--- src/design/sort_desc_dedupe_eight_core_assert.svh ---
// Assertion macros shared by the design files.
// All checks are clocked on clk_i and switched off while rst_ni is low.
`ifndef SORT_DESC_DEDUPE_EIGHT_CORE_ASSERT_SVH
`define SORT_DESC_DEDUPE_EIGHT_CORE_ASSERT_SVH

// Condition must hold at every edge out of reset.
`define SDD_ASSERT_HOLDS(name, cond) \
  name: assert property (@(posedge clk_i) disable iff (!rst_ni) (cond)) \
    else $error("sdd assertion failed");

// Consequent must hold in the same cycle as the antecedent.
`define SDD_ASSERT_IMPLIES(name, ante, cons) \
  name: assert property (@(posedge clk_i) disable iff (!rst_ni) (ante) |-> (cons)) \
    else $error("sdd assertion failed");

// Consequent must hold in the cycle after the antecedent.
`define SDD_ASSERT_NEXT(name, ante, cons) \
  name: assert property (@(posedge clk_i) disable iff (!rst_ni) (ante) |=> (cons)) \
    else $error("sdd assertion failed");

`endif

--- src/design/sdd_pkg.sv ---
package sdd_pkg;

  // Upper bound on the number of values per item
  localparam int MaxValues = 16;

  // What one lane finds out about its own value
  typedef struct packed {
    logic                 keep;     // first occurrence of this value in the item
    logic [MaxValues-1:0] greater;  // bit j: value j is larger than this lane's value
  } lane_t;

endpackage

--- src/design/sdd_if.sv ---
// Input channel: one item of NUM_VALUES values, packed value 0 in the low bits
interface sdd_value_if #(
  parameter int NUM_VALUES  = 8,
  parameter int VALUE_WIDTH = 16
) ();
  logic                              valid;
  logic                              ready;
  logic [NUM_VALUES*VALUE_WIDTH-1:0] value;

  modport source (output valid, output value, input ready);
  modport sink   (input valid, input value, output ready);
endinterface

// Output channel: sorted distinct values, largest in the low bits
interface sdd_sorted_if #(
  parameter int NUM_VALUES  = 8,
  parameter int VALUE_WIDTH = 16
) ();
  logic                              valid;
  logic                              ready;
  logic [NUM_VALUES*VALUE_WIDTH-1:0] sorted;

  modport source (output valid, output sorted, input ready);
  modport sink   (input valid, input sorted, output ready);
endinterface

--- src/design/sdd_lane.sv ---
// One lane: compares its own value against every value of the item
module sdd_lane #(
  parameter int NUM_VALUES  = 8,
  parameter int VALUE_WIDTH = 16,
  parameter int LANE        = 0
) (
  input  logic [NUM_VALUES*VALUE_WIDTH-1:0] values_i,
  output sdd_pkg::lane_t                    status_o
);

  logic [VALUE_WIDTH-1:0] own;

  assign own = values_i[LANE*VALUE_WIDTH +: VALUE_WIDTH];

  // Duplicate check against earlier lanes, greater-than against all lanes
  always_comb begin
    logic [VALUE_WIDTH-1:0] other;
    status_o      = '0;
    status_o.keep = 1'b1;
    for (int j = 0; j < NUM_VALUES; j++) begin
      other = values_i[j*VALUE_WIDTH +: VALUE_WIDTH];
      if ((j < LANE) && (other == own)) begin
        status_o.keep = 1'b0;
      end
      status_o.greater[j] = (other > own);
    end
  end

endmodule

--- src/design/sdd_merge.sv ---
// Merge: ranks each kept value by the number of larger kept values
// and places it in that slot; empty slots read zero.
module sdd_merge #(
  parameter int NUM_VALUES  = 8,
  parameter int VALUE_WIDTH = 16
) (
  input  logic [NUM_VALUES*VALUE_WIDTH-1:0] values_i,
  input  sdd_pkg::lane_t                    lanes_i [NUM_VALUES],
  output logic [NUM_VALUES*VALUE_WIDTH-1:0] sorted_o
);

  localparam int CntW = $clog2(NUM_VALUES);

  logic [NUM_VALUES-1:0] keep_vec;
  logic [CntW-1:0]       rank [NUM_VALUES];

  // Rank = count of distinct larger values
  always_comb begin
    logic [NUM_VALUES-1:0] mask;
    for (int i = 0; i < NUM_VALUES; i++) begin
      keep_vec[i] = lanes_i[i].keep;
    end
    for (int i = 0; i < NUM_VALUES; i++) begin
      mask    = lanes_i[i].greater[NUM_VALUES-1:0] & keep_vec;
      rank[i] = '0;
      for (int j = 0; j < NUM_VALUES; j++) begin
        rank[i] = rank[i] + CntW'(mask[j]);
      end
    end
  end

  // One-hot select per slot; at most one kept lane owns each rank
  always_comb begin
    logic [VALUE_WIDTH-1:0] slot;
    sorted_o = '0;
    for (int k = 0; k < NUM_VALUES; k++) begin
      slot = '0;
      for (int i = 0; i < NUM_VALUES; i++) begin
        if (keep_vec[i] && (rank[i] == CntW'(k))) begin
          slot = slot | values_i[i*VALUE_WIDTH +: VALUE_WIDTH];
        end
      end
      sorted_o[k*VALUE_WIDTH +: VALUE_WIDTH] = slot;
    end
  end

endmodule

--- src/design/sort_desc_dedupe_eight_core.sv ---
// The lane compare stage and the merge stage are each one register deep.
// Throughput: one item per cycle while the output is ready; each stage
// advances when it is empty or when the stage after it advances.
// Ready is combinational from the output ready through both stages.
// Reset (rst_ni low, asynchronous) empties both stages; payload registers are not reset.
`include "sort_desc_dedupe_eight_core_assert.svh"

module sort_desc_dedupe_eight_core #(
  parameter int NUM_VALUES  = 8,
  parameter int VALUE_WIDTH = 16
) (
  input  logic               clk_i,
  input  logic               rst_ni,
  sdd_value_if.sink          in_i,
  sdd_sorted_if.source       out_o
);

  logic [NUM_VALUES*VALUE_WIDTH-1:0] value_q;
  sdd_pkg::lane_t                    lane_d [NUM_VALUES];
  sdd_pkg::lane_t                    lane_q [NUM_VALUES];
  logic                              s1_valid_q;
  logic [NUM_VALUES*VALUE_WIDTH-1:0] sorted_d;
  logic [NUM_VALUES*VALUE_WIDTH-1:0] sorted_q;
  logic                              out_valid_q;
  logic                              out_adv;
  logic                              s1_adv;
  logic [NUM_VALUES-2:0]             order_ok;

  // Stall control
  assign out_adv  = !out_valid_q || out_o.ready;
  assign s1_adv   = !s1_valid_q || out_adv;
  assign in_i.ready = s1_adv;

  // Lanes, one per value
  for (genvar g = 0; g < NUM_VALUES; g++) begin : g_lane
    sdd_lane #(
      .NUM_VALUES  (NUM_VALUES),
      .VALUE_WIDTH (VALUE_WIDTH),
      .LANE        (g)
    ) u_lane (
      .values_i (in_i.value),
      .status_o (lane_d[g])
    );
  end

  // Stage 1 valid
  always_ff @(posedge clk_i or negedge rst_ni) begin
    if (!rst_ni) begin
      s1_valid_q <= 1'b0;
    end else if (s1_adv) begin
      s1_valid_q <= in_i.valid;
    end
  end

  // Stage 1 payload
  always_ff @(posedge clk_i) begin
    if (s1_adv && in_i.valid) begin
      value_q <= in_i.value;
      lane_q  <= lane_d;
    end
  end

  sdd_merge #(
    .NUM_VALUES  (NUM_VALUES),
    .VALUE_WIDTH (VALUE_WIDTH)
  ) u_merge (
    .values_i (value_q),
    .lanes_i  (lane_q),
    .sorted_o (sorted_d)
  );

  // Output register valid
  always_ff @(posedge clk_i or negedge rst_ni) begin
    if (!rst_ni) begin
      out_valid_q <= 1'b0;
    end else if (out_adv) begin
      out_valid_q <= s1_valid_q;
    end
  end

  // Output register payload
  always_ff @(posedge clk_i) begin
    if (out_adv && s1_valid_q) begin
      sorted_q <= sorted_d;
    end
  end

  assign out_o.valid  = out_valid_q;
  assign out_o.sorted = sorted_q;

  // Descending order check: each slot larger than the next, or the next is fill
  always_comb begin
    logic [VALUE_WIDTH-1:0] cur;
    logic [VALUE_WIDTH-1:0] nxt;
    for (int k = 0; k < NUM_VALUES - 1; k++) begin
      cur         = sorted_q[k*VALUE_WIDTH +: VALUE_WIDTH];
      nxt         = sorted_q[(k+1)*VALUE_WIDTH +: VALUE_WIDTH];
      order_ok[k] = (cur > nxt) || (nxt == '0);
    end
  end

  `SDD_ASSERT_NEXT(a_in_to_s1, in_i.valid && in_i.ready, s1_valid_q)
  `SDD_ASSERT_NEXT(a_s1_to_out, s1_valid_q && out_adv, out_valid_q)
  `SDD_ASSERT_IMPLIES(a_stall_full, !in_i.ready, s1_valid_q && out_valid_q && !out_o.ready)
  `SDD_ASSERT_IMPLIES(a_sorted_order, out_valid_q, &order_ok)

endmodule
--- src/flat_wrapper.sv ---
// flat-port wrapper written by rule: the top's interface ports become plain ports
module sort_desc_dedupe_eight_core_flat 
#(
  parameter int NUM_VALUES  = 8,
  parameter int VALUE_WIDTH = 16
)
  (clk_i, rst_ni, in_i_valid, in_i_value, in_i_ready, out_o_valid, out_o_sorted, out_o_ready);
  sdd_value_if #(.NUM_VALUES(NUM_VALUES), .VALUE_WIDTH(VALUE_WIDTH)) in_i_i ();
  sdd_sorted_if #(.NUM_VALUES(NUM_VALUES), .VALUE_WIDTH(VALUE_WIDTH)) out_o_i ();
  input  logic clk_i;
  input  logic rst_ni;
  input wire logic [$bits(in_i_i.valid)-1:0] in_i_valid;
  input wire logic [$bits(in_i_i.value)-1:0] in_i_value;
  output wire logic [$bits(in_i_i.ready)-1:0] in_i_ready;
  output wire logic [$bits(out_o_i.valid)-1:0] out_o_valid;
  output wire logic [$bits(out_o_i.sorted)-1:0] out_o_sorted;
  input wire logic [$bits(out_o_i.ready)-1:0] out_o_ready;
  assign in_i_i.valid = in_i_valid;
  assign in_i_i.value = in_i_value;
  assign in_i_ready = in_i_i.ready;
  assign out_o_valid = out_o_i.valid;
  assign out_o_sorted = out_o_i.sorted;
  assign out_o_i.ready = out_o_ready;
  sort_desc_dedupe_eight_core #(.NUM_VALUES(NUM_VALUES), .VALUE_WIDTH(VALUE_WIDTH)) u_core (.clk_i(clk_i), .rst_ni(rst_ni), .in_i(in_i_i), .out_o(out_o_i));
endmodule
--- config.mk ---
export PLATFORM = sky130hd
export DESIGN_NAME = sort_desc_dedupe_eight_core_flat
export DESIGN_NICKNAME = d
export VERILOG_FILES = /design/src/design/sdd_pkg.sv /design/src/design/sdd_if.sv /design/src/design/sdd_lane.sv /design/src/design/sdd_merge.sv /design/src/design/sort_desc_dedupe_eight_core.sv /design/src/flat_wrapper.sv
export VERILOG_INCLUDE_DIRS = /design/src /design/src/design
export SDC_FILE = /design/constraint.sdc
export NUM_CORES = 1
export LEC_CHECK = 0
export ABC_AREA = 1
export BUFFER_PORTS_ARGS = -buffer_cell sky130_fd_sc_hd__buf_2
export CORE_UTILIZATION = 25
export DETAILED_ROUTE_END_ITERATION = 16
export GPL_ROUTABILITY_DRIVEN = 1
export PLACE_DENSITY_LB_ADDON = 0.25
export RECOVER_POWER = 50
export SLEW_MARGIN = 20
export SYNTH_ARGS = -nofsm -noshare
export SYNTH_HDL_FRONTEND = slang
export SYNTH_SLANG_ARGS = --single-unit
--- constraint.sdc ---
create_clock -name clk_i -period 8.1 [get_ports clk_i]
set_clock_uncertainty 0.1 [all_clocks]
set_input_delay 0.81 -clock clk_i [delete_from_list [all_inputs] [get_ports clk_i]]
set_output_delay 0.81 -clock clk_i [all_outputs]
set_load 0.1 [all_outputs]
==> results.cfg <==
[placement]
place_ws_ps = 2620
gp_congestion = 1.02
hpwl_um = 121000
io_buffer_count = 261

[global_route]
grt_pass1_vias = 30000
antenna_found_initial = 9
grt_use_total = 0.258
overflow = 0
grt_pass1_wl_um = 225000
grt_max_degree = 122

[synth]
syn-cell-area_um2 = 30400
ys.warnings.count = 0
yosysUniqueCellTypes = 38
synthFlopType = edfxtp_1
synthCells = 4025
yosys.area.top_type = edfxtp_1
ys_ff_latch = 321
synth_area_leaders = edfxtp_1, ha_1, nand2_1, nand3_1, inv_1
synthArstFlopShare = 0.00623
avgSynthCellArea_um2 = 7.55
ys_seq_area_frac = 0.317
synth_edf_count = 319
synth_top_cell_area_share = 0.315
synth_fp_nets = 4653

[timing]
grt_setup_unrepaired = no
period_needed_ps = 5720
finalCritPeriodShare = 0.706
finalHoldViolCount = 0
slew_headroom = -1.70
setup_tns_ps = 0
max_clock_freq_mhz = 175
worst_slew_pin_slew_ps = 4050
fin_ws_ps = 2380
setup_violations = 0
slew_violations = 66

[clock_tree]
clkTransAtPathRegs_ps = 60
cts_max_path_buffers = 3
cts_sinks = 321
htreeDepth = 2
cts_buffers = 43
cts_tree = done
cts_root_buf = clkbuf_16
clkLatencyLatePin_ps = 620

[drt]
routed_wl_um = 162000
drc = 0
postRouteAntennaNets = 0
drt_iter0_drc = 4300
drtPass1Iterations = 6
vias_per_cell = 5.38
wl_per_cell_um = 27.5
vias = 31700

[critical_path]
critical_path_class = reg2reg
critical_path_peak_fanout = 15
critPathRequiredTime_ps = 8490
endpoint_kind = register
worstSetupStartpointType = register
cp_data_arrival_time_ps = 6110
cp_cell_sequence = nand2_1, inv_1, fa_1, ha_1, inv_1, fa_1, inv_1, ha_1, fa_1, xnor2_2, nand2_1, o21ai_0, nor2_1, nand2_1
slowest_delay_ps = 1030
slowest_stage = nand2_1

[hold_path]
hold_class = in2reg

[floorplan]
die_h_um = 351
core_area_um2 = 120000
dieArea_um2 = 123000
row_count = 127
fp.dieW_um = 351
floorplan.initialDensity = 0.253
io_pins = 262

[power_and_ir_drop]
power-per-cell-area_nw_per_um2 = 421
ir_drop_uv = 381
p_leak_nw = 16.0

[status]
status = finished with violations
violations = capacitance limit, slew limit

[cells_and_area]
drive_above_1_share = 0.0616
area_delta_synth_final_pct = 14.7
nets = 4879

[run]
cap_viol_max_count = 2
metal layers:
metal | vias to the layer above | share of wire | GRT usage | wire length (um)
met5 | - | 0.00049 | 0 | 79
met4 | 8 | 0.055 | 0.129 | 8980
met3 | 531 | 0.10 | 0.0656 | 16800
met2 | 2067 | 0.43 | 0.394 | 69500
met1 | 15000 | 0.41 | 0.336 | 67200
li1 | 14100 | - | - | -
state kept, by name, indices dropped and copies added, names as in the netlist:
signal,flops
u_core.lane_q,63
u_core.value_q,128
u_core.out_o.valid,1
u_core.out_o.sorted,128
u_core.s1_valid_q,1
kinds of logic after synthesis:
| logic type | after synthesis | synth area share |
|---|---|---|
| simple gates | 1795 | 0.253 |
| compound gates | 747 | 0.129 |
| buf+inv | 653 | 0.0849 |
| fa+ha+maj | 496 | 0.210 |
| flops | 321 | 0.317 |
| xor+xnor | 12 | 0.00507 |
| other cells | 1 | 0.000123 |
stage by stage:
stage	cell area [um^2]	total power [mW]	hold slack, ps	std cells	utilization
after CTS	35100	14.3	297	5895	0.292
after global routing	34800	15.1	380	5897	0.290
after global placement	33600	12.3	394	5817	0.280
after floorplan	30400	9.00	347	4025	-
final	34800	14.7	345	5902	0.290
after detailed placement	33600	12.3	405	5817	0.280
worst max-delay path: cells and delay by family, from the launching register on:
kind / cells / cell delay [ps]
AOI/OAI and AO/OA: 1 / 520
DFF: 1 / 600
adders and majority gates: 5 / 1880
xor gates and xnor gates: 1 / 1010
buffers and inverters: 3 / 200
and+or+nand+nor: 4 / 1280
layout by cell type (no fill, tap or decap), types with 6 or more instances in the layout:
cell type	instances
nor3_2	6
diode_2	7
nand2_1	764
o22ai_1	46
o21ai_1	112
and2_0	18
a21oi_1	183
nor3_4	15
o22ai_2	6
nor2_1	447
o21ai_0	365
inv_2	16
inv_1	512
fa_1	25
nand3_1	500
edfxtp_1	319
clkinvlp_4	8
clkbuf_16	45
buf_4	42
nand4_1	17
nor2_2	6
ha_1	471
a21o_1	28
clkbuf_1	183
buf_2	83
and2_1	10
final timing paths:
| kind | startpoint | end | slack (ps) | depth (start not counted) |
|---|---|---|---|---|
| worst max-delay path | u_core.lane_q[67] | u_core.out_o.sorted[9] | 2380 | 14 |
| worst min-delay path | out_o_ready | u_core.out_o.valid | 340 | 4 |
| worst max register to register | u_core.lane_q[67] | u_core.out_o.sorted[9] | 2380 | 14 |
| worst min register to register | u_core.s1_valid_q | u_core.out_o.valid | 380 | 2 |
| max in group asynchronous | rst_ni | u_core.out_o.valid | 7380 | 2 |
| min in group asynchronous | rst_ni | u_core.s1_valid_q | 390 | 2 |
layout make-up:
class	instances	area (um^2)
fill	13200	85300
multi-input combinational	3051	18300
sequential	321	9630
tap	1612	2020
inverter	529	1990
timing repair buffer	305	1410
clock buffer	49	1140
clock inverter	28	317
antenna	7	17.5
Yosys cell counts (all sizes together) (4+ instances only):
master	count
edfxtp	319
and2	28
buf	76
nand4	17
xor2	7
nor2	453
nand3	500
xnor2	5
nand2	769
ha	471
a21oi	183
a21boi	4
clkbuf	48
o21ai	480
fa	25
inv	529
a21o	28
o22ai	52
nor3	26
where the power goes:
group / total (mW) / switching (mW) / internal, mW
clock network: 2.01 / 0.834 / 1.18
logic: 9.67 / 7.88 / 1.79
registers: 2.97 / 0.371 / 2.60
total: 14.7 / 9.08 / 5.57
repair_timing:
item	in CTS	in global routing
hold buffers	1	0
setup buffers	0	0
gates resized for setup	0	0
hold endpoints to repair	2	0
Note: power is estimated with default switching activity, not from simulation.
